===== src/rtl/alm_pkg.sv =====
// Shared types and constants of the analog logic mixer.
package alm_pkg;

  localparam int PIPE_DEPTH = 10;

  typedef enum logic [2:0] {
    REG_LOGIC_MODE        = 3'd0,
    REG_TYPE_A            = 3'd1,
    REG_TYPE_B            = 3'd2,
    REG_THRESHOLD_BASE    = 3'd3,
    REG_THRESHOLD_CV_GAIN = 3'd4,
    REG_EARTH_GAIN        = 3'd5,
    REG_WIND_GAIN         = 3'd6,
    REG_FIRE_GAIN         = 3'd7
  } reg_idx_t;

  localparam logic [1:0] MODE_MINMAX = 2'd0;
  localparam logic [1:0] MODE_MULAVG = 2'd1;
  localparam logic [1:0] TYPE_DIV5   = 2'd0;

  localparam logic [17:0]        RECIP5     = 18'd209715;  // floor(2^20 / 5)
  localparam int                 RECIP_SHIFT = 20;
  localparam logic [16:0]        DIVISOR5   = 17'd5;
  localparam logic signed [13:0] ONE_Q12    = 14'sd4096;
  localparam logic signed [16:0] VOLT_POS   = 17'sd40960;
  localparam logic signed [16:0] VOLT_NEG   = -17'sd40960;
  localparam logic signed [17:0] MIX_POS    = 18'sd131071;
  localparam logic signed [17:0] MIX_NEG    = -18'sd131072;
  localparam logic [13:0]        FIRE_RESET = 14'd4096;

  typedef struct packed {
    logic [1:0]         logic_mode;
    logic [1:0]         type_a;
    logic [1:0]         type_b;
    logic signed [13:0] threshold_base;
    logic [12:0]        threshold_cv_gain;
    logic [12:0]        earth_gain;
    logic [12:0]        wind_gain;
    logic [13:0]        fire_gain;
  } cfg_t;

  typedef struct packed {
    logic               da;
    logic               dor;
    logic signed [16:0] va;
    logic signed [16:0] vo;
  } logic_res_t;

endpackage


===== src/rtl/alm_blend.sv =====
// Earth, wind and fire blend of the logic results, six stages.
module alm_blend (
  input  logic                clk,
  input  logic [5:0]          en,
  input  alm_pkg::cfg_t       cfg,
  input  alm_pkg::logic_res_t res,
  output alm_pkg::logic_res_t res_out,
  output logic signed [17:0]  mix_voltage
);
  import alm_pkg::*;

  logic signed [13:0] e_s, ne_s, w_s, nw_s;
  logic signed [14:0] f_s;
  logic signed [16:0] dig_and, dig_or;

  logic signed [31:0] sde_r, sae_r;
  logic signed [31:0] sde_bias, sae_bias;
  logic signed [19:0] de_r, ae_r;
  logic signed [33:0] smix_r, smix_bias;
  logic signed [21:0] mi_r;
  logic signed [36:0] fp_r, fp_bias;
  logic signed [24:0] mt;
  logic signed [17:0] mix_r;

  logic_res_t         res_r [6];

  assign e_s     = $signed({1'b0, cfg.earth_gain});
  assign ne_s    = ONE_Q12 - e_s;
  assign w_s     = $signed({1'b0, cfg.wind_gain});
  assign nw_s    = ONE_Q12 - w_s;
  assign f_s     = $signed({1'b0, cfg.fire_gain});
  assign dig_and = res.da ? VOLT_POS : '0;
  assign dig_or  = res.dor ? VOLT_POS : '0;

  assign sde_bias  = sde_r + $signed({20'd0, {12{sde_r[31]}}});
  assign sae_bias  = sae_r + $signed({20'd0, {12{sae_r[31]}}});
  assign smix_bias = smix_r + $signed({22'd0, {12{smix_r[33]}}});
  assign fp_bias   = fp_r + $signed({25'd0, {12{fp_r[36]}}});
  assign mt        = fp_bias[36:12];

  always_ff @(posedge clk) begin
    if (en[0]) begin
      sde_r <= e_s * dig_and + ne_s * dig_or;
      sae_r <= e_s * $signed(res.va) + ne_s * $signed(res.vo);
    end
    if (en[1]) begin
      de_r <= sde_bias[31:12];
      ae_r <= sae_bias[31:12];
    end
    if (en[2]) begin
      smix_r <= w_s * de_r + nw_s * ae_r;
    end
    if (en[3]) begin
      mi_r <= smix_bias[33:12];
    end
    if (en[4]) begin
      fp_r <= f_s * mi_r;
    end
    if (en[5]) begin
      if (mt > 25'(MIX_POS)) begin
        mix_r <= MIX_POS;
      end else if (mt < 25'(MIX_NEG)) begin
        mix_r <= MIX_NEG;
      end else begin
        mix_r <= mt[17:0];
      end
    end
  end

  always_ff @(posedge clk) begin
    if (en[0]) begin
      res_r[0] <= res;
    end
    for (int k = 1; k < 6; k++) begin
      if (en[k]) begin
        res_r[k] <= res_r[k-1];
      end
    end
  end

  assign res_out     = res_r[5];
  assign mix_voltage = mix_r;

endmodule


===== config.mk =====
export PLATFORM = sky130hd
export DESIGN_NAME = alm_blend
export DESIGN_NICKNAME = d
export VERILOG_FILES = /design/src/rtl/alm_pkg.sv /design/src/rtl/alm_blend.sv
export SDC_FILE = /design/constraint.sdc
export NUM_CORES = 2
export LEC_CHECK = 0
export ABC_AREA = 1
export BUFFER_PORTS_ARGS = -buffer_cell sky130_fd_sc_hd__buf_2
export CORE_MARGIN = 5
export CORE_UTILIZATION = 35
export DETAILED_ROUTE_END_ITERATION = 7
export PLACE_DENSITY = 0.49
export SKIP_CTS_REPAIR_TIMING = 1
export SLEW_MARGIN = 20
export SYNTH_ARGS = -nofsm -noshare
export SYNTH_HDL_FRONTEND = slang
export SYNTH_SLANG_ARGS = --single-unit

===== constraint.sdc =====
create_clock -name clk -period 19.8 [get_ports clk]
set_input_delay 0.99 -clock clk [delete_from_list [all_inputs] [get_ports clk]]
set_output_delay 0.99 -clock clk [all_outputs]
set_load 0.02 [all_outputs]

==> results.md <==
* Setup TNS after final layout at 0 ns
* Antenna violations before repair at 9
* Proportion of synthesized chip area in sequential cells at 0.188
* # clock sinks at roughly 420
* Via count normalized by instance count at 4.66
* Setup repair after global routing missed its margin: false
* Overall die width at 447 µm
* Most common cell in the synthesized netlist: sky130_fd_sc_hd__inv_1
* Die area at between 150000 and 200000 µm²
* Cell Rows at 160
* CTS tree: yes
* Number of setup violations in the final report at 0
* Last weighted congestion value of the routability-driven placer at a little under 0.9
* Most used flip-flop cell after synthesis: sky130_fd_sc_hd__edfxtp_1
* Post-Synthesis Mean Instance Area at 9.36 µm²
* Path type of the worst min-delay path: flip-flop to flip-flop
* Clock Skew at 0.0656 ns
* Layout cell share with drive strength beyond 1 at 0.0359
* Synthesis warning total at 0
* Run status: finished, final reports clean
* Max Cap Viol at 0
* Total wirelength of the detailed-routed design at 172000 µm
* Global-route wire length before repair at 280000 µm
* WL per Instance at 17.7 µm
* Syn nets at 9151
* Number of synthesized register bits at 417
* Number of buffers added by the clock tree synthesis step at 47
* Total number of vias at 45079
* Synth top cells by count: sky130_fd_sc_hd__inv_1 (1934), sky130_fd_sc_hd__nand2_1 (1564), sky130_fd_sc_hd__fa_1 (1381), sky130_fd_sc_hd__ha_1 (521), sky130_fd_sc_hd__edfxtp_1 (417)
* Synth top area cells: sky130_fd_sc_hd__fa_1 (41%), sky130_fd_sc_hd__edfxtp_1 (19%), sky130_fd_sc_hd__inv_1 (11%)
* Fill count at 19266
* Count of pins over their slew limit at 0
* CP Max Fanout at 21
* GRT Residual Overflow at 0
* Number of synthesized flops with an enable pin at ~420
* Worst slew margin relative to its limit at 0.282
* Clock slew seen by the registers of the worst setup and hold paths at 0.07 ns
* Worst setup path category: input port to flip-flop
* DRC violation total after the first TritonRoute iteration at about 2500
* Post-Route Hold Slack at 0.395 ns
* Placed wire-length estimate at 145000 µm
* Clk buf depth at 3
* Biggest area consumer among synthesized cells: sky130_fd_sc_hd__fa_1
* Critical Path RT at 20.16 ns
* Initial DRT Pass Iterations at 5
* Clock latency on the worst-skew pair at 0.66 ns
* Antenna violation net count after detailed routing at 0
* Critical Path Sink Type: flip-flop
* Count of unresolved DRC violations after routing at 0
* Starting density of the core at 0.351
* Fin crit period at 9.15 ns
* Aggregate global-route resource usage at 0.179
* Die height at between 400 and 500 µm
* Max Freq at 109 MHz
* Post-synth ARST share at 0
* Io pins at 170
* Buffers on Ports at 136
* Final Cycle Share at 0.462
* Master cell of the clock root buffer: sky130_fd_sc_hd__clkbuf_16
* Count of final hold-check violations at 0
* Worst-Margin Slew at 1.07 ns
* Kind of start point of the critical path: input port
* Pin count of the biggest net entering global routing at 61
* Clock H-tree levels at 2
* Post-synthesis instance area at 66700 µm²
* Gate count of the mapped netlist at between 7000 and 8000
* Number of global-route vias before repair at between 50000 and 60000
* Synth-to-layout area growth at 6.99%
* Nets at 9149
* Area share of the leading cell type in the synthesized netlist at 0.414
* CP arrival at 9.51 ns
* Number of unique standard cell types used by synthesis at 48
* Area of the core region at 190000 µm²
[stage by stage]
step / cell area [µm²] / setup slack [ns] / instances / utilization
floorplan: 66700 / 11.47 / 7133 / -
global placement: 69900 / 10.04 / 9593 / 0.368
detailed placement: 69900 / 9.99 / 9593 / 0.368
CTS: 71400 / 10.65 / 9674 / 0.376
global route: 71400 / 10.25 / 9676 / 0.376
finish: 71400 / 10.65 / 9676 / 0.376
[per-layer routing]
layer	wire [µm]	track usage	vias to the layer above
li1	-	-	20902
met1	72900	0.231	23162
met2	87800	0.321	827
met3	5980	0.0163	188
met4	5060	0.0467	0
met5	0	0	-
[worst max-delay path, cell delays in order]
cell and delay (ns):
sky130_fd_sc_hd__buf_2 0.50, sky130_fd_sc_hd__inv_1 0.10, sky130_fd_sc_hd__ha_1 0.25, sky130_fd_sc_hd__xnor2_2 0.83, sky130_fd_sc_hd__inv_1 0.47, sky130_fd_sc_hd__nor2_1 0.40
sky130_fd_sc_hd__inv_1 0.11, sky130_fd_sc_hd__fa_1 0.47, sky130_fd_sc_hd__fa_1 0.52, sky130_fd_sc_hd__inv_1 0.05, sky130_fd_sc_hd__fa_1 0.47, sky130_fd_sc_hd__fa_1 0.57
sky130_fd_sc_hd__fa_1 0.43, sky130_fd_sc_hd__fa_1 0.51, sky130_fd_sc_hd__fa_1 0.48, sky130_fd_sc_hd__ha_1 0.34, sky130_fd_sc_hd__ha_1 0.43, sky130_fd_sc_hd__nand2_1 0.14
sky130_fd_sc_hd__nor2_1 0.14, sky130_fd_sc_hd__nor3b_1 0.49, sky130_fd_sc_hd__nand4_1 0.20, sky130_fd_sc_hd__nand3_1 0.21, sky130_fd_sc_hd__a21o_1 0.17, sky130_fd_sc_hd__nand3_1 0.09
sky130_fd_sc_hd__nand3_1 0.08, sky130_fd_sc_hd__nand2_1 0.06
[worst paths after layout]
path                                  start          end  slack, ns  cells past startpoint
worst max register to register     de_r[19]   smix_r[29]      12.31                     22
worst min register to register  res_r[4][6]  res_r[5][6]       0.39                      0
worst max-delay path                cfg[15]   smix_r[29]      10.65                     26
worst min-delay path            res_r[4][6]  res_r[5][6]       0.39                      0
[kinds of logic after synthesis]
logic type,synth area share
fa+ha+maj,0.512
flops,0.188
simple gates,0.127
buf+inv,0.121
xor+xnor,0.0243
other cells,0.0000562
compound gates,0.0273
[layout make-up]
cell class                      instances  area, µm²  share of cell area
Sequential cell                       417      12500               0.175
Inverter                             1941       7290               0.102
Clock buffer                           53       1200              0.0168
Clock inverter                         28        278             0.00389
Tap cell                             2511       3140              0.0440
Antenna cell                            2       5.00           0.0000701
Timing Repair Buffer                  157        853              0.0120
Multi-Input combinational cell       4567      46100               0.646
[registers in the layout, summed over array words and instances (netlist names)]
name,count
res_r,216
sae_r,32
sde_r,19
mi_r,22
ae_r,20
fp_r,37
de_r,19
mix_voltage,18
smix_r,34
[cell usage in the layout (no fill, tap or decap), types with 47 or more instances in the layout]
master / Yosys / layout
sky130_fd_sc_hd__buf_2: 7 / 130
sky130_fd_sc_hd__nand2_1: 1564 / 1564
sky130_fd_sc_hd__ha_1: 521 / 521
sky130_fd_sc_hd__xor2_1: 108 / 108
sky130_fd_sc_hd__a21oi_1: 165 / 165
sky130_fd_sc_hd__inv_1: 1934 / 1934
sky130_fd_sc_hd__nor2_1: 389 / 389
sky130_fd_sc_hd__xnor2_1: 75 / 74
sky130_fd_sc_hd__nand3_1: 70 / 70
sky130_fd_sc_hd__o21ai_0: 90 / 90
sky130_fd_sc_hd__fa_1: 1381 / 1381
sky130_fd_sc_hd__clkbuf_16: 0 / 47
sky130_fd_sc_hd__edfxtp_1: 417 / 417
Power is left out: the tool's default activity adds up to more than one toggle a clock period on the data nets, which glitch-free logic cannot reach.
