<file path="config.mk">
export PLATFORM = sky130hd
export DESIGN_NAME = alm_logic
export DESIGN_NICKNAME = d
export VERILOG_FILES = /design/src/rtl/alm_pkg.sv /design/src/rtl/alm_logic.sv
export SDC_FILE = /design/constraint.sdc
export NUM_CORES = 1
export LEC_CHECK = 0
export BUFFER_PORTS_ARGS = -buffer_cell sky130_fd_sc_hd__buf_4
export CAP_MARGIN = 0
export CORE_MARGIN = 8
export CORE_UTILIZATION = 57
export DETAILED_ROUTE_END_ITERATION = 8
export PLACE_DENSITY = 0.76
export SLEW_MARGIN = 40
export SYNTH_ARGS = -nofsm -noshare
export SYNTH_HDL_FRONTEND = slang
export SYNTH_SLANG_ARGS = --single-unit
</file>
<file path="constraint.sdc">
create_clock -name clk -period 8.6 [get_ports clk]
set_input_delay 1.29 -clock clk [delete_from_list [all_inputs] [get_ports clk]]
set_output_delay 1.29 -clock clk [all_outputs]
set_load 0.005 [all_outputs]
</file>
<file path="src/rtl/alm_pkg.sv">
// Shared types and constants of the analog logic mixer.
package alm_pkg;

  localparam int PIPE_DEPTH = 10;

  typedef enum logic [2:0] {
    REG_LOGIC_MODE        = 3'd0,
    REG_TYPE_A            = 3'd1,
    REG_TYPE_B            = 3'd2,
    REG_THRESHOLD_BASE    = 3'd3,
    REG_THRESHOLD_CV_GAIN = 3'd4,
    REG_EARTH_GAIN        = 3'd5,
    REG_WIND_GAIN         = 3'd6,
    REG_FIRE_GAIN         = 3'd7
  } reg_idx_t;

  localparam logic [1:0] MODE_MINMAX = 2'd0;
  localparam logic [1:0] MODE_MULAVG = 2'd1;
  localparam logic [1:0] TYPE_DIV5   = 2'd0;

  localparam logic [17:0]        RECIP5     = 18'd209715;  // floor(2^20 / 5)
  localparam int                 RECIP_SHIFT = 20;
  localparam logic [16:0]        DIVISOR5   = 17'd5;
  localparam logic signed [13:0] ONE_Q12    = 14'sd4096;
  localparam logic signed [16:0] VOLT_POS   = 17'sd40960;
  localparam logic signed [16:0] VOLT_NEG   = -17'sd40960;
  localparam logic signed [17:0] MIX_POS    = 18'sd131071;
  localparam logic signed [17:0] MIX_NEG    = -18'sd131072;
  localparam logic [13:0]        FIRE_RESET = 14'd4096;

  typedef struct packed {
    logic [1:0]         logic_mode;
    logic [1:0]         type_a;
    logic [1:0]         type_b;
    logic signed [13:0] threshold_base;
    logic [12:0]        threshold_cv_gain;
    logic [12:0]        earth_gain;
    logic [12:0]        wind_gain;
    logic [13:0]        fire_gain;
  } cfg_t;

  typedef struct packed {
    logic               da;
    logic               dor;
    logic signed [16:0] va;
    logic signed [16:0] vo;
  } logic_res_t;

endpackage

</file>
<file path="src/rtl/alm_logic.sv">
// Logic model, scale by 5 with clamp, and threshold compare, two stages.
module alm_logic (
  input  logic                clk,
  input  logic [1:0]          en,
  input  alm_pkg::cfg_t       cfg,
  input  logic signed [14:0]  a_scaled,
  input  logic signed [14:0]  b_scaled,
  input  logic signed [18:0]  threshold,
  output alm_pkg::logic_res_t res
);
  import alm_pkg::*;

  logic signed [29:0] prod, prod_bias;
  logic signed [15:0] sum, sum_bias;
  logic signed [14:0] a_bias, b_bias;
  logic signed [2:0]  ia, ib, and_int, or_int;
  logic signed [16:0] raw_and, raw_or;

  logic signed [16:0] raw_and_r, raw_or_r;
  logic signed [18:0] threshold_r;

  logic signed [19:0] scaled_and, scaled_or;
  logic signed [16:0] va, vo;
  logic_res_t         res_r;

  function automatic logic signed [16:0] clamp_volt(input logic signed [19:0] s);
    if (s > 20'(VOLT_POS)) begin
      clamp_volt = VOLT_POS;
    end else if (s < 20'(VOLT_NEG)) begin
      clamp_volt = VOLT_NEG;
    end else begin
      clamp_volt = s[16:0];
    end
  endfunction

  assign prod      = a_scaled * b_scaled;
  assign prod_bias = prod + $signed({18'd0, {12{prod[29]}}});
  assign sum       = a_scaled + b_scaled;
  assign sum_bias  = sum + $signed({15'd0, sum[15]});
  assign a_bias    = a_scaled + $signed({3'd0, {12{a_scaled[14]}}});
  assign b_bias    = b_scaled + $signed({3'd0, {12{b_scaled[14]}}});
  assign ia        = a_bias[14:12];
  assign ib        = b_bias[14:12];
  assign and_int   = ia & ib;
  assign or_int    = ia | ib;

  always_comb begin
    unique case (cfg.logic_mode)
      MODE_MINMAX: begin
        raw_and = (a_scaled < b_scaled) ? 17'(a_scaled) : 17'(b_scaled);
        raw_or  = (a_scaled < b_scaled) ? 17'(b_scaled) : 17'(a_scaled);
      end
      MODE_MULAVG: begin
        raw_and = prod_bias[28:12];
        raw_or  = 17'($signed(sum_bias[15:1]));
      end
      default: begin
        raw_and = {{2{and_int[2]}}, and_int, 12'd0};
        raw_or  = {{2{or_int[2]}}, or_int, 12'd0};
      end
    endcase
  end

  always_ff @(posedge clk) begin
    if (en[0]) begin
      raw_and_r   <= raw_and;
      raw_or_r    <= raw_or;
      threshold_r <= threshold;
    end
  end

  assign scaled_and = (raw_and_r <<< 2) + raw_and_r;
  assign scaled_or  = (raw_or_r <<< 2) + raw_or_r;
  assign va         = clamp_volt(scaled_and);
  assign vo         = clamp_volt(scaled_or);

  always_ff @(posedge clk) begin
    if (en[1]) begin
      res_r.va  <= va;
      res_r.vo  <= vo;
      res_r.da  <= $signed({{2{va[16]}}, va}) > threshold_r;
      res_r.dor <= $signed({{2{vo[16]}}, vo}) > threshold_r;
    end
  end

  assign res = res_r;

endmodule

</file>
==> results.json, run 1 <==
{
  "synth.yosys.warnings": 0,
  "min_path_type": "flip-flop to flip-flop",
  "crit_fanout": 7,
  "detail_route.wl_per_cell_microns": 18.2,
  "rsz_0062_raised_after_global_routing": "yes",
  "drtAntennaViolNets": 0,
  "die_w_microns": 188,
  "grt.busiest_layer": "met2",
  "global_route_wire_length_before_repair_mm": 75.8,
  "timing.critical_path.mode_cell": "sky130_fd_sc_hd__fa_1",
  "post-route-drc-count": 0,
  "max_slew.worst_pin.slew_ns": 0.771,
  "clock.fmax_mhz": 114,
  "track_usage_pct": 26.5,
  "syn_area_per_cell_sq_um": 9.00,
  "fin_worst_skew_ns": 0.00642,
  "cts_hold_buffers": 0,
  "h_tree_levels": 3,
  "layout_setup_ws_ns": -0.138,
  "synth_largest_type_area_fraction_pct": 26.8,
  "seq_area_frac_synth_pct": 15.5,
  "maximum_number_of_pins_on_one_net_before_global_route_repair": 52,
  "status": "finished, violations left",
  "cts_tree": "done",
  "gr-total-overflow": 0,
  "floorplan.io_pins": 161,
  "drtPass1Iterations": 5,
  "die_area_sq_um": 35300,
  "grt_pass1_vias": 15300,
  "synth-edff-count": 87,
  "chipHeight_microns": 188,
  "cts_made_buffers": 9,
  "timing.setup.critical_path_class": "primary input to flip-flop",
  "ys_top_cells_by_area": "sky130_fd_sc_hd__fa_1, sky130_fd_sc_hd__ha_1, sky130_fd_sc_hd__edfxtp_1",
  "filler_cell_count": 2220,
  "path_clk_slew_ns": 0.06,
  "detailroute.via_count": 14200,
  "fp-row-count": 63,
  "grt_use_met2_pct": 46.3,
  "clk_latency_ns": 0.35,
  "globalplace.congestion": 0.926,
  "aggregate_routed_wire_length_mm": 46.1,
  "timing.final.crit_period_ns": 8.74,
  "hold_viol": 0,
  "slew_violations": 0,
  "failed_checks": "negative setup slack",
  "yosys_most_used_dff": "sky130_fd_sc_hd__edfxtp_1",
  "end_kind": "flip-flop",
  "num-nets-final": 2689,
  "timing.critical_path.arrival_ns": 8.82,
  "slowest_cp_cell": "sky130_fd_sc_hd__fa_2",
  "synthDominantAreaCellType": "sky130_fd_sc_hd__fa_1",
  "initialDrtViolationCount": 849,
  "postSynthRegisterBits": 87,
  "max-slew-margin-rel_pct": 48.2,
  "syn-cell-area_sq_um": 16800,
  "core_area_sq_um": 29400,
  "cts.sinks": 87,
  "synth_async_sr_flop_share_pct": 0,
  "layout.cell_area.non_filler_sq_um": 20400,
  "max_cap_violations": 0,
  "critical_path.max_stage_delay_ns": 0.59,
  "final_layout_size_suffix_gt1_share_pct": 20.6,
  "final.setup.tns_ns": -0.437,
  "postSynthCellCount": 1871,
  "avgViaCountPerCell": 5.63,
  "clk_root_buffer_cell": "sky130_fd_sc_hd__clkbuf_16",
  "fin_util_pct": 69.3,
  "insertedDiodeCount": 0,
  "layout-area-overhead-vs-synth_pct": 21.0,
  "initial_utilization_pct": 57.3,
  "place.port_buffers": 89,
  "synth.distinct_cells": 73,
  "maximum_root_to_sink_buffer_count": 2,
  "cp.required_ns": 8.68,
  "post-synth-top-count-cell": "sky130_fd_sc_hd__inv_1",
  "placed_cell_area_sq_um": 19500,
  "dp_hpwl_mm": 38.2,
  "grt_use_met1_pct": 31.6,
  "grtUsageMet3_pct": 4.88,
  "antenna_found_initial": 0,
  "startpoint_type": "primary input",
  "setup_violations": 8,
  "yosys-top-cells-count": "sky130_fd_sc_hd__inv_1, sky130_fd_sc_hd__fa_1, sky130_fd_sc_hd__ha_1",
  "min_period_over_period_pct": 102,
  "syn_nets": 2430
}
layer usage:
metal  share of wire, %  up-vias
met5                  0        -
met4                3.7        0
met3                6.2      116
met2                 50      489
met1                 40     6935
li1                   -     6667
sequential cells by signal, summed over array words and instances (netlist names):
signal	flops
raw_and_r	17
res	36
threshold_r	19
raw_or_r	15
critical path, delay by kind of cell:
family	cells	cell delay [ns]
xor+xnor	2	0.38
compound gates	7	1.48
buf+inv	9	0.89
fa+ha+maj	8	3.68
mux	1	0.34
simple gates	6	0.70
placed cells by master (no fill, tap or decap), types with 7 or more instances in the layout:
cell                        Yosys  layout
sky130_fd_sc_hd__mux2i_1       16      16
sky130_fd_sc_hd__o22ai_1        9       9
sky130_fd_sc_hd__o21a_1        25      25
sky130_fd_sc_hd__or2_2          7       7
sky130_fd_sc_hd__nor3_1        23      23
sky130_fd_sc_hd__nor2_2         0      14
sky130_fd_sc_hd__and2_1        76      74
sky130_fd_sc_hd__edfxtp_1      87      87
sky130_fd_sc_hd__buf_4          0     275
sky130_fd_sc_hd__a21oi_1       88      84
sky130_fd_sc_hd__fa_2           0       9
sky130_fd_sc_hd__xor2_1        35      34
sky130_fd_sc_hd__nor4_1        12      12
sky130_fd_sc_hd__o211ai_1       8       8
sky130_fd_sc_hd__nand3_1       18      14
sky130_fd_sc_hd__xnor2_1       54      51
sky130_fd_sc_hd__ha_1         209     190
sky130_fd_sc_hd__nand4_1       21      21
sky130_fd_sc_hd__buf_6          2      13
sky130_fd_sc_hd__a21o_1        25      25
sky130_fd_sc_hd__nor2_1       154     139
sky130_fd_sc_hd__a31oi_1       14      12
sky130_fd_sc_hd__inv_2          2      18
sky130_fd_sc_hd__ha_4           0      15
sky130_fd_sc_hd__a211oi_1      16      11
sky130_fd_sc_hd__buf_12         0      14
sky130_fd_sc_hd__clkbuf_16      0       9
sky130_fd_sc_hd__and3_1         9       9
sky130_fd_sc_hd__o21ai_0       59      56
sky130_fd_sc_hd__nand2_1      159     153
sky130_fd_sc_hd__nand2b_1      20      20
sky130_fd_sc_hd__inv_1        324     305
sky130_fd_sc_hd__fa_1         225     216
sky130_fd_sc_hd__nor2b_1       30      30
through the flow:
stage / setup slack, ns / cells / hold slack (ns)
floorplan: 0.00731 / 1871 / 0.592
global placement: -0.483 / 2487 / 0.622
detailed placement: -0.623 / 2488 / 0.637
CTS: -0.0795 / 2514 / 0.648
global route: -0.424 / 2524 / 0.703
finish: -0.138 / 2524 / 0.649
area by class of cell:
class / count / area, sq um / area share, %
inverters: 327 / 1240 / 6.07
well taps: 390 / 488 / 2.39
clock buffers: 10 / 229 / 1.12
multi-input cells: 1400 / 13300 / 65.1
flip-flops and latches: 87 / 2610 / 12.8
repair buffers: 305 / 2530 / 12.4
clock inverters: 5 / 26.3 / 0.129
path summary, 6_finish.rpt:
kind                          from                      end  slack, ns  cells past startpoint
max                   a_scaled[14]  raw_and_r[13]$_DFFE_PP_      -0.14                     33
max reg2reg  raw_or_r[0]$_DFFE_PP_        res[34]$_DFFE_PP_       3.20                     25
min reg2reg  raw_or_r[0]$_DFFE_PP_         res[0]$_DFFE_PP_       0.65                      1
min          raw_or_r[0]$_DFFE_PP_         res[0]$_DFFE_PP_       0.65                      1
repair_timing:
item,CTS,global route
resized for setup,50,58
setup endpoints to repair,16,17
gates cloned,1,0
pin swaps,10,72
buffers inserted,10,11
logic make-up after synthesis:
logic type / after synthesis / synth area share (%)
AO/OA/AOI/OAI: 308 / 11.9
XOR/XNOR: 91 / 4.82
adder cells (fa/ha/maj): 435 / 42.3
buffers and inverters: 384 / 8.66
flip-flops: 87 / 15.5
multiplexers: 21 / 1.31
AND/OR/NAND/NOR: 545 / 15.4
Power of run 1 is not shown: default switching activity piles up to over one toggle a cycle in this logic, so the estimate is an artifact.
==> run 2, diff against run 1 <==
--- a/config.mk
+++ b/config.mk
@@ -10,7 +10,7 @@
 export CORE_MARGIN = 8
 export CORE_UTILIZATION = 57
 export DETAILED_ROUTE_END_ITERATION = 8
-export PLACE_DENSITY = 0.76
+export PLACE_DENSITY = 0.88
 export SLEW_MARGIN = 40
 export SYNTH_ARGS = -nofsm -noshare
 export SYNTH_HDL_FRONTEND = slang
==> results.json, run 2 (synthesis results as in run 1) <==
{
  "clock.fmax_mhz": 111,
  "min_period_over_period_pct": 104,
  "clk_root_buffer_cell": "sky130_fd_sc_hd__clkbuf_16",
  "layout.cell_area.non_filler_sq_um": 20500,
  "most-common-layout-cells": "sky130_fd_sc_hd__inv_1, sky130_fd_sc_hd__buf_4, sky130_fd_sc_hd__fa_1",
  "ff_latch_area_sq_um": 2610,
  "clk_latency_ns": 0.34,
  "global_route_wire_length_before_repair_mm": 79.2,
  "cts_made_buffers": 9,
  "layout.cells.most_common": "sky130_fd_sc_hd__inv_1",
  "met3WireLength_mm": 3.95,
  "initialDrtViolationCount": 1244,
  "drtPass1Iterations": 6,
  "routed-wl-met2_mm": 24.6,
  "rsz_0062_raised_after_global_routing": "yes",
  "globalplace.congestion": 0.965,
  "fp-row-count": 63,
  "h_tree_levels": 3,
  "timing.final.crit_period_ns": 8.98,
  "slew_violations": 0,
  "gr-total-overflow": 0,
  "final_layout_size_suffix_gt1_share_pct": 20.6,
  "max-slew-margin-rel_pct": 46.4,
  "end_kind": "flip-flop",
  "fin_worst_skew_ns": 0.00842,
  "num-nets-final": 2703,
  "layout-area-overhead-vs-synth_pct": 21.5,
  "floorplan.io_pins": 161,
  "placed_cell_area_sq_um": 19400,
  "filler_cell_count": 2031,
  "aggregate_routed_wire_length_mm": 50.2,
  "timing.critical_path.arrival_ns": 9.06,
  "detailroute.via_count": 14800,
  "crit_fanout": 6,
  "max_cap_violations": 0,
  "grt_pass1_vias": 15900,
  "layout_setup_ws_ns": -0.384,
  "startpoint_type": "primary input",
  "setup_violations": 17,
  "status": "finished, violations left",
  "critical_path.max_stage_delay_ns": 0.67,
  "cts.sinks": 87,
  "timing.critical_path.mode_cell": "sky130_fd_sc_hd__fa_1",
  "insertedDiodeCount": 0,
  "failed_checks": "negative setup slack",
  "core_area_sq_um": 29400,
  "fin_util_pct": 69.6,
  "dp_hpwl_mm": 39.6,
  "track_usage_pct": 27.7,
  "maximum_number_of_pins_on_one_net_before_global_route_repair": 52,
  "die_area_sq_um": 35300,
  "hold_viol": 0,
  "cts_tree": "done",
  "die_w_microns": 188,
  "wl_met1_mm": 18.2,
  "avgViaCountPerCell": 5.83,
  "maximum_root_to_sink_buffer_count": 2,
  "detailedPlace.worstSlack_ns": -0.745,
  "post-route-drc-count": 0,
  "slowest_cp_cell": "sky130_fd_sc_hd__fa_2",
  "chipHeight_microns": 188,
  "timing.setup.critical_path_class": "primary input to flip-flop",
  "place.port_buffers": 89,
  "antenna_found_initial": 0,
  "cts_hold_buffers": 0,
  "drtAntennaViolNets": 0,
  "multi_input_area_sq_um": 13200,
  "cp.required_ns": 8.68,
  "detail_route.wl_per_cell_microns": 19.8,
  "min_path_type": "flip-flop to flip-flop",
  "max_ffs_per_register": 36,
  "top_layer_used": "met4",
  "max_slew.worst_pin.slew_ns": 0.798,
  "path_clk_slew_ns": 0.06,
  "initial_utilization_pct": 57.3
}
-- run 2: final timing paths --
kind	startpoint	endpoint	slack, ns	depth (start not counted)
worst max-delay path	a_scaled[14]	raw_and_r[16]$_DFFE_PP_	-0.38	34
worst min-delay path	raw_and_r[0]$_DFFE_PP_	res[17]$_DFFE_PP_	0.65	1
worst max register to register	raw_and_r[0]$_DFFE_PP_	res[35]$_DFFE_PP_	3.08	26
worst min register to register	raw_and_r[0]$_DFFE_PP_	res[17]$_DFFE_PP_	0.65	1
-- run 2: timing repair --
action | 4_1_cts | 5_1_grt
setup buffers | 25 | 16
hold endpoints to repair | 0 | 0
gates cloned | 2 | 0
pin swaps | 37 | 70
gates resized for setup | 38 | 58
setup endpoints to repair | 17 | 17
-- run 2: routing by layer --
layer	track usage, %	vias up
met5	0	-
met4	14.6	0
met3	5.46	248
met2	49.2	746
met1	31.0	7103
li1	-	6703
-- run 2: critical path: cells and delay by family --
family / cells / cell delay, ns
XOR/XNOR: 2 / 0.32
adder cells (fa/ha/maj): 8 / 3.83
AO/OA/AOI/OAI: 4 / 0.63
AND/OR/NAND/NOR: 9 / 1.64
buffers and inverters: 10 / 0.98
multiplexers: 1 / 0.33
-- run 2: layout make-up --
cell class | count | area share (%)
Multi-Input combinational cell | 1400 | 64.7
Sequential cell | 87 | 12.8
Timing Repair Buffer | 318 | 12.8
Inverter | 327 | 6.04
Tap cell | 390 | 2.39
Clock buffer | 11 | 1.14
Clock inverter | 5 | 0.122
Timing Repair inverter | 1 | 0.0367
-- run 2: through the flow --
stage / std cells / setup TNS (ns) / hold slack (ns)
after CTS: 2525 / -0.485 / 0.645
after global placement: 2484 / -7.07 / 0.622
after global routing: 2539 / -9.82 / 0.667
final: 2539 / -4.99 / 0.654
after detailed placement: 2484 / -11.08 / 0.631
after floorplan: 1871 / 0 / 0.592
Power of run 2 is left out for the same reason.
==> run 3, diff against run 2 <==
--- a/config.mk
+++ b/config.mk
@@ -5,6 +5,7 @@
 export SDC_FILE = /design/constraint.sdc
 export NUM_CORES = 1
 export LEC_CHECK = 0
+export ABC_AREA = 1
 export BUFFER_PORTS_ARGS = -buffer_cell sky130_fd_sc_hd__buf_4
 export CAP_MARGIN = 0
 export CORE_MARGIN = 8
==> results.json, run 3 <==
{
  "startpoint_type": "primary input",
  "syn_nets": 2949,
  "post-route-drc-count": 0,
  "maximum_root_to_sink_buffer_count": 2,
  "slowest_cp_cell": "sky130_fd_sc_hd__fa_1",
  "dpl.cell_count": 2845,
  "synth.distinct_cells": 60,
  "detailroute.via_count": 15800,
  "timing.setup.critical_path_class": "primary input to flip-flop",
  "dp_hpwl_mm": 39.8,
  "core_area_sq_um": 31500,
  "status": "finished, final reports clean",
  "die_w_microns": 195,
  "filler_cell_count": 2560,
  "post_layout_nonfiller_instances": 2861,
  "cp.required_ns": 8.67,
  "most-common-layout-cells": "sky130_fd_sc_hd__inv_1, sky130_fd_sc_hd__nand2_1, sky130_fd_sc_hd__fa_1",
  "end_kind": "flip-flop",
  "timing.final.crit_period_ns": 8.08,
  "postSynthRegisterBits": 87,
  "syn_area_per_cell_sq_um": 7.60,
  "grt_pass1_vias": 16600,
  "seq_area_frac_synth_pct": 14.4,
  "clk_root_buffer_cell": "sky130_fd_sc_hd__clkbuf_16",
  "clock.fmax_mhz": 124,
  "path_clk_slew_ns": 0.06,
  "floorplan.io_pins": 161,
  "hold_viol": 0,
  "fp-row-count": 65,
  "synth-edff-count": 87,
  "cts.sinks": 87,
  "ys_top_cells_by_area": "sky130_fd_sc_hd__fa_1, sky130_fd_sc_hd__ha_1, sky130_fd_sc_hd__edfxtp_1",
  "max_ffs_per_register": 36,
  "synthDominantAreaCellType": "sky130_fd_sc_hd__fa_1",
  "aggregate_routed_wire_length_mm": 48.8,
  "maximum_number_of_pins_on_one_net_before_global_route_repair": 52,
  "num-nets-final": 3013,
  "min_path_type": "flip-flop to flip-flop",
  "antenna_found_initial": 0,
  "cts_hold_buffers": 0,
  "globalplace.congestion": 0.980,
  "fin_worst_skew_ns": 0.00588,
  "global_route_wire_length_before_repair_mm": 79.4,
  "detail_route.wl_per_cell_microns": 17.1,
  "cts_made_buffers": 9,
  "worst-path-buf-inv": 7,
  "clk_latency_ns": 0.34,
  "final.hold.worst_slack_ns": 0.742,
  "fin_util_pct": 62.1,
  "insertedDiodeCount": 0,
  "gr-total-overflow": 0,
  "h_tree_levels": 3,
  "postSynthCellCount": 2390,
  "die_area_sq_um": 37800,
  "synth_async_sr_flop_share_pct": 0,
  "layout.cells.most_common": "sky130_fd_sc_hd__inv_1",
  "drtPass1Iterations": 5,
  "rsz_0062_raised_after_global_routing": "no",
  "yosys-top-cells-count": "sky130_fd_sc_hd__inv_1, sky130_fd_sc_hd__nand2_1, sky130_fd_sc_hd__fa_1",
  "max-slew-margin-rel_pct": 56.2,
  "max_cap_violations": 0,
  "critical_path.max_stage_delay_ns": 0.76,
  "avgViaCountPerCell": 5.54,
  "yosys_most_used_dff": "sky130_fd_sc_hd__edfxtp_1",
  "final_layout_size_suffix_gt1_share_pct": 8.17,
  "initialDrtViolationCount": 866,
  "postCtsSetupBuffers": 0,
  "cts_tree": "done",
  "cpLargestDelayFamily": "adder cells",
  "setup_violations": 0,
  "synth.yosys.warnings": 0,
  "synth_largest_type_area_fraction_pct": 24.8,
  "ctsResizeCount": 0,
  "crit_fanout": 12,
  "syn-cell-area_sq_um": 18200,
  "layout-area-overhead-vs-synth_pct": 7.67,
  "min_period_over_period_pct": 94.0,
  "chipHeight_microns": 195,
  "post-synth-top-count-cell": "sky130_fd_sc_hd__inv_1",
  "track_usage_pct": 25.6,
  "place.port_buffers": 89,
  "max_slew.worst_pin.slew_ns": 0.656,
  "slew_violations": 0,
  "final.setup.tns_ns": 0,
  "drtAntennaViolNets": 0,
  "initial_utilization_pct": 57.7,
  "timing.critical_path.arrival_ns": 8.15
}
[run 3: cell types whose count changed in the layout (fill, tap and decap cells not counted), sizes merged, moves of 16 or more]
cell,change
a21oi,+38
o21a,-20
buf,-209
nand2,+419
nand2b,-20
and2,-73
mux2i,-16
o21ai,+31
xnor2,-36
nor2b,-29
nand3,+79
a21o,-18
inv,+238
[run 3: cells by family after synthesis]
| logic type | synth area share [%] |
|---|---|
| and+or+nand+nor | 21.2 |
| AOI/OAI and AO/OA | 9.29 |
| DFF | 14.4 |
| adders and majority gates | 39.2 |
| xor gates and xnor gates | 2.93 |
| buffers and inverters | 13.0 |
[run 3: tightest hold or removal path: stages (launching register included)]
cell,delay [ns]
sky130_fd_sc_hd__edfxtp_1,0.43
sky130_fd_sc_hd__nand2_1,0.08
sky130_fd_sc_hd__a21oi_1,0.11
[run 3: stage by stage]
stage,area (sq um),setup slack [ns]
final,19600,0.515
after global routing,19600,0.0934
after CTS,19600,0.517
after detailed placement,19200,0.167
after global placement,19200,0.298
after floorplan,18200,0.337
[run 3: per-layer routing]
| metal | GRT usage [%] | share of wire [%] | up-vias | routed length [microns] |
|---|---|---|---|---|
| met5 | 0 | 0 | - | 0 |
| met4 | 12.2 | 5.0 | 0 | 2460 |
| met3 | 3.52 | 7.0 | 170 | 3420 |
| met2 | 46.8 | 49 | 699 | 24100 |
| met1 | 29.1 | 39 | 7437 | 18800 |
| li1 | - | - | 7536 | - |
[run 3: worst paths after layout]
check	startpoint	to	slack [ns]	cells after the start
worst min-delay path	raw_or_r[0]$_DFFE_PP_	res[0]$_DFFE_PP_	0.74	2
worst max-delay path	a_scaled[14]	raw_and_r[0]$_DFFE_PP_	0.52	31
worst max register to register	raw_or_r[0]$_DFFE_PP_	res[34]$_DFFE_PP_	3.61	32
worst min register to register	raw_or_r[0]$_DFFE_PP_	res[0]$_DFFE_PP_	0.74	2
[run 3: area by class of cell]
| cell class | count | area, sq um | share of cell area [%] |
|---|---|---|---|
| tap | 402 | 503 | 2.57 |
| multi-input combinational | 1684 | 13200 | 67.4 |
| clock buffer | 10 | 229 | 1.17 |
| inverter | 563 | 2110 | 10.8 |
| clock inverter | 6 | 85.1 | 0.435 |
| sequential | 87 | 2610 | 13.4 |
| timing repair buffer | 109 | 831 | 4.25 |
Power of run 3 is left out for the same reason.
