### src/rtl/alm_pkg.sv
// Shared types and constants of the analog logic mixer.
package alm_pkg;

  localparam int PIPE_DEPTH = 10;

  typedef enum logic [2:0] {
    REG_LOGIC_MODE        = 3'd0,
    REG_TYPE_A            = 3'd1,
    REG_TYPE_B            = 3'd2,
    REG_THRESHOLD_BASE    = 3'd3,
    REG_THRESHOLD_CV_GAIN = 3'd4,
    REG_EARTH_GAIN        = 3'd5,
    REG_WIND_GAIN         = 3'd6,
    REG_FIRE_GAIN         = 3'd7
  } reg_idx_t;

  localparam logic [1:0] MODE_MINMAX = 2'd0;
  localparam logic [1:0] MODE_MULAVG = 2'd1;
  localparam logic [1:0] TYPE_DIV5   = 2'd0;

  localparam logic [17:0]        RECIP5     = 18'd209715;  // floor(2^20 / 5)
  localparam int                 RECIP_SHIFT = 20;
  localparam logic [16:0]        DIVISOR5   = 17'd5;
  localparam logic signed [13:0] ONE_Q12    = 14'sd4096;
  localparam logic signed [16:0] VOLT_POS   = 17'sd40960;
  localparam logic signed [16:0] VOLT_NEG   = -17'sd40960;
  localparam logic signed [17:0] MIX_POS    = 18'sd131071;
  localparam logic signed [17:0] MIX_NEG    = -18'sd131072;
  localparam logic [13:0]        FIRE_RESET = 14'd4096;

  typedef struct packed {
    logic [1:0]         logic_mode;
    logic [1:0]         type_a;
    logic [1:0]         type_b;
    logic signed [13:0] threshold_base;
    logic [12:0]        threshold_cv_gain;
    logic [12:0]        earth_gain;
    logic [12:0]        wind_gain;
    logic [13:0]        fire_gain;
  } cfg_t;

  typedef struct packed {
    logic               da;
    logic               dor;
    logic signed [16:0] va;
    logic signed [16:0] vo;
  } logic_res_t;

endpackage

### src/rtl/alm_divide.sv
// Input division by 5 or 10 and threshold computation, two stages.
module alm_divide (
  input  logic               clk,
  input  logic [1:0]         en,
  input  alm_pkg::cfg_t      cfg,
  input  logic signed [16:0] a_voltage,
  input  logic signed [16:0] b_voltage,
  input  logic signed [16:0] thresh_cv_voltage,
  output logic signed [14:0] a_scaled,
  output logic signed [14:0] b_scaled,
  output logic signed [18:0] threshold
);
  import alm_pkg::*;

  logic [16:0]        mag_a, mag_b;
  logic [34:0]        prod_a, prod_b;
  logic signed [30:0] cv_prod;

  logic [16:0]        mag_a_r, mag_b_r;
  logic [13:0]        q0_a_r, q0_b_r;
  logic               sign_a_r, sign_b_r;
  logic signed [30:0] cv_prod_r;

  logic [13:0]        q_a, q_b;
  logic signed [30:0] cv_bias;
  logic signed [18:0] cv_term;

  logic signed [14:0] a_scaled_r, b_scaled_r;
  logic signed [18:0] threshold_r;

  // q0 is the true quotient or one less; one compare fixes it
  function automatic logic [13:0] div_fix(input logic [16:0] mag, input logic [13:0] q0,
                                          input logic by_ten);
    logic [16:0] rem;
    logic [13:0] q5;
    rem = mag - ({1'b0, q0, 2'b00} + {3'd0, q0});
    q5  = (rem >= DIVISOR5) ? q0 + 14'd1 : q0;
    div_fix = by_ten ? {1'b0, q5[13:1]} : q5;
  endfunction

  assign mag_a   = a_voltage[16] ? $unsigned(-a_voltage) : $unsigned(a_voltage);
  assign mag_b   = b_voltage[16] ? $unsigned(-b_voltage) : $unsigned(b_voltage);
  assign prod_a  = mag_a * RECIP5;
  assign prod_b  = mag_b * RECIP5;
  assign cv_prod = thresh_cv_voltage * $signed({1'b0, cfg.threshold_cv_gain});

  always_ff @(posedge clk) begin
    if (en[0]) begin
      mag_a_r   <= mag_a;
      mag_b_r   <= mag_b;
      q0_a_r    <= prod_a[RECIP_SHIFT+13:RECIP_SHIFT];
      q0_b_r    <= prod_b[RECIP_SHIFT+13:RECIP_SHIFT];
      sign_a_r  <= a_voltage[16];
      sign_b_r  <= b_voltage[16];
      cv_prod_r <= cv_prod;
    end
  end

  assign q_a     = div_fix(mag_a_r, q0_a_r, cfg.type_a != TYPE_DIV5);
  assign q_b     = div_fix(mag_b_r, q0_b_r, cfg.type_b != TYPE_DIV5);
  assign cv_bias = cv_prod_r + $signed({19'd0, {12{cv_prod_r[30]}}});
  assign cv_term = cv_bias[30:12];

  always_ff @(posedge clk) begin
    if (en[1]) begin
      a_scaled_r  <= sign_a_r ? -$signed({1'b0, q_a}) : $signed({1'b0, q_a});
      b_scaled_r  <= sign_b_r ? -$signed({1'b0, q_b}) : $signed({1'b0, q_b});
      threshold_r <= $signed({{5{cfg.threshold_base[13]}}, cfg.threshold_base}) + cv_term;
    end
  end

  assign a_scaled  = a_scaled_r;
  assign b_scaled  = b_scaled_r;
  assign threshold = threshold_r;

endmodule

### config.mk
export PLATFORM = sky130hd
export DESIGN_NAME = alm_divide
export DESIGN_NICKNAME = d
export VERILOG_FILES = /design/src/rtl/alm_pkg.sv /design/src/rtl/alm_divide.sv
export SDC_FILE = /design/constraint.sdc
export NUM_CORES = 1
export LEC_CHECK = 0
export BUFFER_PORTS_ARGS = -buffer_cell sky130_fd_sc_hd__clkbuf_2
export CAP_MARGIN = 20
export CORE_MARGIN = 8
export CORE_UTILIZATION = 39
export CTS_CLUSTER_SIZE = 10
export DETAILED_ROUTE_END_ITERATION = 10
export PLACE_DENSITY_LB_ADDON = 0.12
export SLEW_MARGIN = 10
export SYNTH_ARGS = -nofsm -noshare
export SYNTH_HDL_FRONTEND = slang
export SYNTH_SLANG_ARGS = --single-unit
### constraint.sdc
create_clock -name clk -period 7.1 [get_ports clk]
set_input_delay 0.71 -clock clk [delete_from_list [all_inputs] [get_ports clk]]
set_output_delay 0.71 -clock clk [all_outputs]
set_load 0.02 [all_outputs]
==> results of run 1 <==
==> cells by family after synthesis <==
group           Yosys count
compound gates          459
xor+xnor                183
fa+ha+maj               726
buf+inv                 629
flops                   144
mux                      28
simple gates            689
==> area by class of cell <==
cell class,count,area [um^2]
fillers,6574,37400
multi-input cells,2085,20560
flip-flops and latches,144,4324
repair buffers,350,2311
inverters,551,2068
well taps,882,1104
clock buffers,18,429.2
clock inverters,14,155.1
==> worst min path at each step <==
stage                                  from                         end  slack, ns
finish                              cfg[53]      threshold[0]$_DFFE_PP_       0.54
floorplan                sign_b_r$_DFFE_PP_  b_scaled[14]$_SDFFCE_PN0P_       0.69
detailed placement  cv_prod_r[12]$_DFFE_PP_      threshold[0]$_DFFE_PP_       0.81
global placement    cv_prod_r[12]$_DFFE_PP_      threshold[0]$_DFFE_PP_       0.82
global route                        cfg[53]      threshold[0]$_DFFE_PP_       0.52
CTS                                 cfg[53]      threshold[0]$_DFFE_PP_       0.50
==> registers in the layout, indices dropped and copies added (netlist names) <==
| name | count |
|---|---|
| mag_a_r | 17 |
| sign_a_r | 1 |
| a_scaled | 15 |
| threshold | 19 |
| sign_b_r | 1 |
| q0_b_r | 14 |
| mag_b_r | 17 |
| b_scaled | 15 |
| q0_a_r | 14 |
| cv_prod_r | 31 |
==> worst max-delay path, delay by kind of cell <==
kind | cells | cell delay, ns
compound gates | 7 | 1.27
xor+xnor | 2 | 0.23
fa+ha+maj | 7 | 2.89
buf+inv | 7 | 0.77
simple gates | 8 | 1.42
==> cells in the final DEF, fill, tap and decap left out, types with 93 or more instances in the layout <==
| cell type | Yosys | routed |
|---|---|---|
| sky130_fd_sc_hd__and2_1 | 109 | 109 |
| sky130_fd_sc_hd__a21oi_1 | 102 | 93 |
| sky130_fd_sc_hd__ha_1 | 367 | 360 |
| sky130_fd_sc_hd__edfxtp_1 | 144 | 144 |
| sky130_fd_sc_hd__nand2_1 | 246 | 243 |
| sky130_fd_sc_hd__clkbuf_2 | 0 | 129 |
| sky130_fd_sc_hd__fa_1 | 359 | 356 |
| sky130_fd_sc_hd__inv_1 | 549 | 545 |
| sky130_fd_sc_hd__buf_4 | 1 | 216 |
| sky130_fd_sc_hd__nor2_1 | 120 | 115 |
| sky130_fd_sc_hd__xnor2_1 | 140 | 134 |
==> Yosys cell counts (9+ instances only) <==
cell type | n | area, um^2
sky130_fd_sc_hd__mux2i_1 | 22 | 220.2
sky130_fd_sc_hd__or2_2 | 10 | 62.56
sky130_fd_sc_hd__a21o_1 | 29 | 217.7
sky130_fd_sc_hd__nor2b_1 | 14 | 87.58
sky130_fd_sc_hd__nand4_1 | 17 | 106.4
sky130_fd_sc_hd__and3_1 | 9 | 56.30
sky130_fd_sc_hd__nand3_1 | 53 | 265.3
sky130_fd_sc_hd__o21bai_1 | 18 | 135.1
sky130_fd_sc_hd__nand2b_1 | 17 | 106.4
sky130_fd_sc_hd__ha_1 | 367 | 4592
sky130_fd_sc_hd__nor4_1 | 9 | 56.30
sky130_fd_sc_hd__clkbuf_1 | 75 | 281.5
sky130_fd_sc_hd__o211ai_1 | 16 | 120.1
sky130_fd_sc_hd__edfxtp_1 | 144 | 4324
sky130_fd_sc_hd__nand2_1 | 246 | 923.4
sky130_fd_sc_hd__fa_1 | 359 | 7187
sky130_fd_sc_hd__or3_1 | 17 | 106.4
sky130_fd_sc_hd__o21a_1 | 22 | 165.2
sky130_fd_sc_hd__xnor2_1 | 140 | 1226
sky130_fd_sc_hd__a211oi_1 | 18 | 135.1
sky130_fd_sc_hd__nor3_1 | 34 | 170.2
sky130_fd_sc_hd__and2_1 | 109 | 681.9
sky130_fd_sc_hd__nor2_1 | 120 | 450.4
sky130_fd_sc_hd__a31oi_1 | 33 | 206.5
sky130_fd_sc_hd__xor2_1 | 43 | 376.6
sky130_fd_sc_hd__a21oi_1 | 102 | 510.5
sky130_fd_sc_hd__o31ai_1 | 20 | 150.1
sky130_fd_sc_hd__inv_1 | 549 | 2061
sky130_fd_sc_hd__o21ai_0 | 87 | 435.4
==> metal layers <==
| metal | part of all wire (%) | vias to the layer above | GRT usage (%) |
|---|---|---|---|
| li1 | - | 10081 | - |
| met4 | 2.3 | 0 | 5.334 |
| met2 | 49 | 387 | 31.13 |
| met5 | 0 | - | 0 |
| met1 | 46 | 10065 | 23.22 |
| met3 | 3.3 | 74 | 2.211 |
==> metrics by stage <==
step	util [%]	instance area [um^2]	TNS, ns	setup slack (ns)	instances
2_1_floorplan	-	26950	-0.02817	-0.01845	2858
3_3_place_gp	43.87	29990	-5.870	-0.5282	4003
3_5_place_dp	43.87	29990	-6.171	-0.5147	4003
4_1_cts	44.75	30580	0	0.004491	4035
5_1_grt	45.28	30950	-1.989	-0.2481	4044
6_report	45.28	30950	0	0.04041	4044
==> what timing repair did <==
item	CTS	global route
setup buffers	0	9
setup endpoints to repair	2	16
pin swaps	1	41
resized for setup	2	67
hold buffers	0	0
==> results.py, run 1 <==
metrics = {
    "outcome": {
        "status": "completed",
    },
    "floorplan": {
        "fp.dieArea_um2": 77460,
        "die_width_um": 278.3,
        "die_h_um": 278.3,
        "start_util_pct": 39.26,
        "ios": 176,
        "coreArea_um2": 68350,
        "floorplan.rows": 96,
    },
    "synth": {
        "largest_family_of_logic_cells_by_synthesized_area": "adder cells",
        "post_synth.cell_area_avg_um2": 9.390,
        "synthXorXnorAreaFrac_pct": 5.973,
        "dominantRegCellSynth": "sky130_fd_sc_hd__edfxtp_1",
        "synth_simple_gate_area_share_pct": 12.53,
        "netlist_instances": 2858,
        "synth_enable_flop_cells": 144,
        "synth.yosys.seq_area_share_pct": 16.11,
        "synth.cell_area_um2": 26840,
        "yosys_warning_count": 0,
        "number_of_nets_produced_by_synthesis": 3711,
        "synth_mux_area_share_pct": 1.072,
        "synth_async_sr_flop_share_pct": 0,
        "synth_compound_gate_area_share_pct": 11.60,
        "yosysUniqueCellTypes": 85,
        "yosys.area_share.adder_pct": 43.89,
        "synth-seq-cells": 144,
    },
    "global_route": {
        "antenna_found_initial": 0,
        "grt_pass1_wl_mm": 112.7,
        "grt_overflow": 0,
        "grt_util_all_layers_pct": 17.92,
        "pin_count_of_the_biggest_net_entering_global_routing": 51,
        "via_count_of_the_first_global_routing_pass": 21911,
    },
    "timing": {
        "unrepaired_setup_endpoints_after_global_routing": "yes",
        "ratio_of_final_minimum_period_to_clock_period_pct": 99.43,
        "hold_ws_ns": 0.5414,
        "fin_crit_period_ns": 7.060,
        "finalClockSkew_ns": 0.01645,
        "hold_viol": 0,
        "timing.max_slew.rel_slack_pct": 39.34,
        "fmax_mhz": 141.7,
        "worstMarginPinSlew_ns": 0.8870,
        "setup_viol_count_final": 0,
        "final_max_slew_viol_count": 0,
    },
    "worst_setup_path": {
        "timing.critical_path.mode_cell": "sky130_fd_sc_hd__fa_1",
        "critical-path-slowest-cell": "sky130_fd_sc_hd__fa_1",
        "cp_data_required_time_ns": 7.33,
        "worstSetupPathType": "in2reg",
        "start_kind": "input pin",
        "rr_startpoint": "q0_b_r[8]$_DFFE_PP_",
        "setup.worst_path.end": "q0_a_r[8]$_DFFE_PP_",
        "critical_path.reg2reg.endpoint": "b_scaled[14]$_SDFFCE_PN0P_",
        "critPathLaunch": "a_voltage[1]",
        "cpPeakStageDelay_ns": 0.59,
        "crit_arrival_ns": 7.29,
        "crit_path_end_kind": "flop",
        "crit_path_max_fanout": 3,
        "rr_worst_depth": 16,
        "reg2reg_setup_slack_ns": 1.02,
    },
    "placed_design": {
        "portBuffers": 133,
        "dp_hpwl_mm": 59.73,
        "place_congestion": 0.8662,
    },
    "clock_network": {
        "clock_sinks": 144,
        "tritoncts": "yes",
        "cts_root_buffer": "sky130_fd_sc_hd__clkbuf_16",
        "clk_transition_reported_paths_ns": 0.07,
        "numCtsBuffers": 17,
        "clock_insertion_delay_worst_skew_ns": 0.49,
        "bufs_on_longest_clock_path": 2,
        "htree_levels": 4,
    },
    "routing": {
        "drt_first_pass_iters": 6,
        "vias_per_cell": 5.096,
        "drt-initial-drc-count": 878,
        "per_cell_routed_wire_length_um": 17.05,
        "postRouteAntennaNets": 0,
        "remaining_drc_errors": 0,
        "routed_wirelength_mm": 68.96,
        "num_vias": 20607,
    },
    "run": {
        "max_cap_viol_count": 0,
    },
    "final_layout": {
        "layout-drive-gt1-share_pct": 15.24,
        "antennaDiodeCount": 0,
        "fin_nets": 4002,
        "layout-area-overhead-vs-synth_pct": 15.32,
    },
    "min_path": {
        "whs_path_depth": 2,
        "holdCritPathClass": "in2reg",
    },
}
Power of run 1 is not shown: default switching activity piles up to over one toggle a cycle in this logic, so the estimate is an artifact.
==> run 2: changes to the inputs <==
CELL_PAD_IN_SITES_DETAIL_PLACEMENT = 1   (was default)
CELL_PAD_IN_SITES_GLOBAL_PLACEMENT = 1   (was default)
CTS_CLUSTER_DIAMETER = 50   (was default)
HOLD_SLACK_MARGIN = 0.06   (was default)
==> run 2 against run 1 <==
  * The flow now finishes with violations (setup timing)
  * Wire length is 7.6% higher
  * Register-to-register slack worse by 0.17 ns
  * Clock skew fell by 0.0045 ns
  * Count of clock-buffer cells in the layout down 1
  * Fmax is 0.83% lower
  * Cell area down 0.12%
  * Critical endpoint is now q0_a_r[6]$_DFFE_PP_
  * Largest cell class unchanged
==> results.py, run 2 (synthesized netlist as in run 1, its figures left out) <==
metrics = {
    "timing": {
        "fin_crit_period_ns": 7.118,
        "worst_slack_ns": -0.01835,
        "unrepaired_setup_endpoints_after_global_routing": "yes",
        "worstMarginPinSlew_ns": 0.9404,
        "fmax_mhz": 140.5,
        "finalClockSkew_ns": 0.01191,
        "hold_viol": 0,
        "setup_viol_count_final": 1,
        "ratio_of_final_minimum_period_to_clock_period_pct": 100.3,
        "timing.max_slew.rel_slack_pct": 35.68,
        "final_max_slew_viol_count": 0,
        "hold_ws_ns": 0.5398,
    },
    "clock_network": {
        "ctsHoldBuffers": 0,
        "htree_levels": 4,
        "clock_sinks": 144,
        "cts_root_buffer": "sky130_fd_sc_hd__clkbuf_16",
        "clk_transition_reported_paths_ns": 0.07,
        "numCtsBuffers": 17,
        "clock_insertion_delay_worst_skew_ns": 0.47,
        "tritoncts": "yes",
        "bufs_on_longest_clock_path": 2,
    },
    "worst_setup_path": {
        "rr_worst_depth": 16,
        "crit_path_max_fanout": 4,
        "timing.critical_path.mode_cell": "sky130_fd_sc_hd__fa_1",
        "worstSetupPathType": "in2reg",
        "start_kind": "input pin",
        "crit_path_end_kind": "flop",
        "crit_arrival_ns": 7.33,
        "cp_data_required_time_ns": 7.31,
        "critical-path-slowest-cell": "sky130_fd_sc_hd__or4_4",
        "cpPeakStageDelay_ns": 0.55,
    },
    "final_layout": {
        "layout-area-overhead-vs-synth_pct": 15.18,
        "largest_register_ff_count": 31,
        "layout-drive-gt1-share_pct": 15.23,
        "utilization_pct": 45.23,
        "largest_register": "cv_prod_r",
        "fin_nets": 4005,
        "commonest_non_fill_non_tap_cell_in_the_layout": "sky130_fd_sc_hd__inv_1",
        "most-common-layout-cells": "sky130_fd_sc_hd__inv_1, sky130_fd_sc_hd__ha_1, sky130_fd_sc_hd__fa_1, sky130_fd_sc_hd__nand2_1, sky130_fd_sc_hd__buf_4",
        "instances_no_fill": 4051,
    },
    "routing": {
        "vias_per_cell": 5.172,
        "drt_first_pass_iters": 7,
        "routed_wirelength_mm": 74.19,
        "per_cell_routed_wire_length_um": 18.31,
        "postRouteAntennaNets": 0,
        "remaining_drc_errors": 0,
        "num_vias": 20951,
        "drt-initial-drc-count": 887,
    },
    "placed_design": {
        "placedCellCount": 4001,
        "dp_hpwl_mm": 64.92,
        "portBuffers": 133,
        "dp_slack_ns": -0.7429,
        "place_congestion": 0.8563,
    },
    "global_route": {
        "grt_util_all_layers_pct": 19.55,
        "grt_pass1_wl_mm": 123.1,
        "antenna_found_initial": 8,
        "pin_count_of_the_biggest_net_entering_global_routing": 71,
        "via_count_of_the_first_global_routing_pass": 23286,
        "grt_overflow": 0,
    },
    "min_path": {
        "whs_path_depth": 2,
        "holdCritPathClass": "in2reg",
    },
    "floorplan": {
        "start_util_pct": 39.26,
        "floorplan.rows": 96,
        "die_width_um": 278.3,
        "ios": 176,
        "die_h_um": 278.3,
        "fp.dieArea_um2": 77460,
        "coreArea_um2": 68350,
    },
    "outcome": {
        "status": "finished with violations",
        "failing_checks": "setup timing",
    },
    "run": {
        "max_cap_viol_count": 0,
    },
}
-- run 2: critical path: cells and delay by family --
family          cells  cell delay, ns
simple gates        6            1.43
fa+ha+maj           7            2.86
xor+xnor            2            0.21
compound gates      9            1.57
buf+inv             5            0.54
-- run 2: through the flow --
| stage | TNS (ns) | area (um^2) |
|---|---|---|
| after floorplan | -0.02817 | 26950 |
| final | -0.01835 | 30910 |
| after global placement | -6.175 | 29970 |
| after CTS | -0.006445 | 30630 |
| after global routing | -2.648 | 30900 |
| after detailed placement | -10.16 | 29970 |
-- run 2: cell type report --
class	count	area, um^2
inverter	551	2068
clock inverter	15	147.6
fill	7830	37440
tap	882	1104
sequential	144	4324
clock buffer	17	425.4
antenna	4	10.01
multi-input combinational	2085	20490
timing repair buffer	353	2340
-- run 2: repair_timing --
action                                  4_1_cts  5_1_grt
pin swaps                                     5       30
endpoints found under the setup margin       10       16
resized for setup                            15       41
buffers inserted                              2       11
-- run 2: worst paths after layout --
| kind | from | endpoint | slack [ns] |
|---|---|---|---|
| hold / removal | cfg[53] | threshold[0]$_DFFE_PP_ | 0.54 |
| setup reg to reg | q0_b_r[8]$_DFFE_PP_ | b_scaled[14]$_SDFFCE_PN0P_ | 0.85 |
| hold reg to reg | cv_prod_r[12]$_DFFE_PP_ | threshold[0]$_DFFE_PP_ | 0.82 |
| setup / recovery | a_voltage[0] | q0_a_r[6]$_DFFE_PP_ | -0.02 |
-- run 2: per-layer routing --
layer | GRT usage, % | routed length [um] | part of all wire, % | up-vias
li1 | - | - | - | 10084
met1 | 25.93 | 34440 | 46 | 10516
met2 | 32.92 | 35590 | 48 | 261
met3 | 2.889 | 2497 | 3.4 | 84
met4 | 5.749 | 1630 | 2.2 | 6
met5 | 0 | 40 | 0.054 | -
Power of run 2 is left out for the same reason.
==> run 3: changes to the inputs <==
clock period = 6.6 ns   (was 7.1 ns; I/O delays follow)
==> run 3 against run 2 <==
  * First-iteration DRC count decreased by 12%
  * Worst setup slack got worse by 0.54 ns
  * Flip-flop and latch count unchanged
  * Cell area increased by 4.5%
  * Die area unchanged
  * Count of clock-buffer cells in the layout unchanged
  * Global-route usage increased by 0.36 points
  * Critical endpoint is now q0_a_r[13]$_DFFE_PP_
  * Critical path depth unchanged
  * Largest cell class unchanged
  * Utilization increased by 2.0 points
  * Via count increased by 3.2%
  * The run still ends with setup timing left
==> results.py, run 3 (synthesized netlist as in run 1, its figures left out) <==
metrics = {
    "clock_network": {
        "htree_levels": 4,
        "numCtsBuffers": 17,
        "clock_sinks": 144,
        "bufs_on_longest_clock_path": 2,
        "tritoncts": "yes",
        "clk_transition_reported_paths_ns": 0.07,
        "ctsHoldBuffers": 0,
        "cts_root_buffer": "sky130_fd_sc_hd__clkbuf_16",
        "clock_insertion_delay_worst_skew_ns": 0.46,
    },
    "floorplan": {
        "start_util_pct": 39.26,
        "ios": 176,
        "die_h_um": 278.3,
        "coreArea_um2": 68350,
        "floorplan.rows": 96,
        "fp.dieArea_um2": 77460,
        "die_width_um": 278.3,
    },
    "routing": {
        "drt-initial-drc-count": 778,
        "routed_wirelength_mm": 77.01,
        "num_vias": 21620,
        "remaining_drc_errors": 0,
        "postRouteAntennaNets": 0,
        "per_cell_routed_wire_length_um": 18.45,
        "drt_first_pass_iters": 5,
        "vias_per_cell": 5.181,
    },
    "global_route": {
        "grt_pass1_wl_mm": 126.1,
        "pin_count_of_the_biggest_net_entering_global_routing": 64,
        "met3_routing_resource_usage_after_global_routing_pct": 2.722,
        "via_count_of_the_first_global_routing_pass": 24507,
        "grt-busiest-layer": "met2",
        "grt_overflow": 0,
        "grt_util_all_layers_pct": 19.91,
        "grt_util_met1_pct": 24.95,
        "antenna_found_initial": 9,
        "grt.met2_usage_pct": 35.37,
    },
    "placed_design": {
        "portBuffers": 133,
        "dp_hpwl_mm": 66.93,
        "place_congestion": 0.8820,
    },
    "outcome": {
        "failing_checks": "setup timing",
        "status": "finished with violations",
    },
    "timing": {
        "setup_viol_count_final": 20,
        "fin_crit_period_ns": 7.154,
        "timing.max_slew.rel_slack_pct": 42.23,
        "worst_slack_ns": -0.5543,
        "hold_viol": 0,
        "ratio_of_final_minimum_period_to_clock_period_pct": 108.4,
        "final_max_slew_viol_count": 0,
        "unrepaired_setup_endpoints_after_global_routing": "yes",
        "worstMarginPinSlew_ns": 0.8448,
        "fmax_mhz": 139.8,
        "finalClockSkew_ns": 0.01597,
    },
    "worst_setup_path": {
        "start_kind": "input pin",
        "crit_path_max_fanout": 3,
        "worstSetupPathType": "in2reg",
        "crit_path_end_kind": "flop",
        "timing.critical_path.mode_cell": "sky130_fd_sc_hd__fa_1",
        "critical-path-slowest-cell": "sky130_fd_sc_hd__fa_1",
        "cpPeakStageDelay_ns": 0.59,
        "crit_arrival_ns": 7.35,
        "cp_data_required_time_ns": 6.80,
    },
    "final_layout": {
        "layout-area-overhead-vs-synth_pct": 20.35,
        "largest_register_ff_count": 31,
        "fin_nets": 4128,
        "commonest_non_fill_non_tap_cell_in_the_layout": "sky130_fd_sc_hd__inv_1",
        "most-common-layout-cells": "sky130_fd_sc_hd__inv_1, sky130_fd_sc_hd__fa_1, sky130_fd_sc_hd__ha_1, sky130_fd_sc_hd__buf_4, sky130_fd_sc_hd__nand2_1",
        "utilization_pct": 47.26,
        "layout-drive-gt1-share_pct": 20.10,
        "largest_register": "cv_prod_r",
    },
    "min_path": {
        "holdCritPathClass": "in2reg",
    },
    "run": {
        "max_cap_viol_count": 0,
    },
}
-- run 3: cell count changes in the layout (fill, tap and decap cells not counted), sizes merged --
cell,before,now
buf,223,347
inv,556,558
clkinv,8,7
bufinv,0,1
clkinvlp,2,0
clkbuf,147,146
diode,4,3
-- run 3: critical path, delay by kind of cell --
kind | cells | cell delay, ns
simple gates | 9 | 2.09
xor+xnor | 2 | 0.42
compound gates | 8 | 1.18
buf+inv | 4 | 0.47
fa+ha+maj | 6 | 2.52
-- run 3: final cells by class --
type	instances	area [um^2]
Tap cell	882	1104
Inverter	551	2068
Sequential cell	144	4324
Fill cell	7828	36050
Clock inverter	15	187.7
Timing Repair Buffer	476	3316
Antenna cell	3	7.507
Clock buffer	17	425.4
Multi-Input combinational cell	2085	20870
-- run 3: final timing paths --
kind         depth (start not counted)  slack (ns)                    endpoint               startpoint
max                                 29       -0.55        q0_a_r[13]$_DFFE_PP_             a_voltage[7]
min                                  2        0.50        mag_a_r[0]$_DFFE_PP_             a_voltage[0]
max reg2reg                         16        0.57  b_scaled[14]$_SDFFCE_PN0P_      q0_b_r[8]$_DFFE_PP_
min reg2reg                          2        0.82      threshold[0]$_DFFE_PP_  cv_prod_r[12]$_DFFE_PP_
-- run 3: stage by stage --
step,setup slack [ns],std cells,hold WS (ns),area (um^2),TNS (ns)
final,-0.5543,4173,0.5017,32300,-6.287
after floorplan,-0.4907,2858,0.6904,27050,-3.554
after CTS,-0.4007,4160,0.4764,31840,-4.021
after detailed placement,-1.122,4103,0.8243,30830,-21.32
after global routing,-0.7660,4170,0.4802,32290,-11.51
after global placement,-0.9764,4103,0.8249,30830,-15.54
-- run 3: repair_timing --
action | CTS | global route
resized for setup | 49 | 77
setup buffers | 25 | 12
setup endpoints to repair | 22 | 33
pin swaps | 16 | 39
-- run 3: routing by layer --
layer | share of wire (%) | wire [um]
met1 | 44 | 33680
met4 | 2.2 | 1691
met2 | 50 | 38740
met5 | 0.099 | 76
met3 | 3.7 | 2814
Power of run 3 is left out for the same reason.
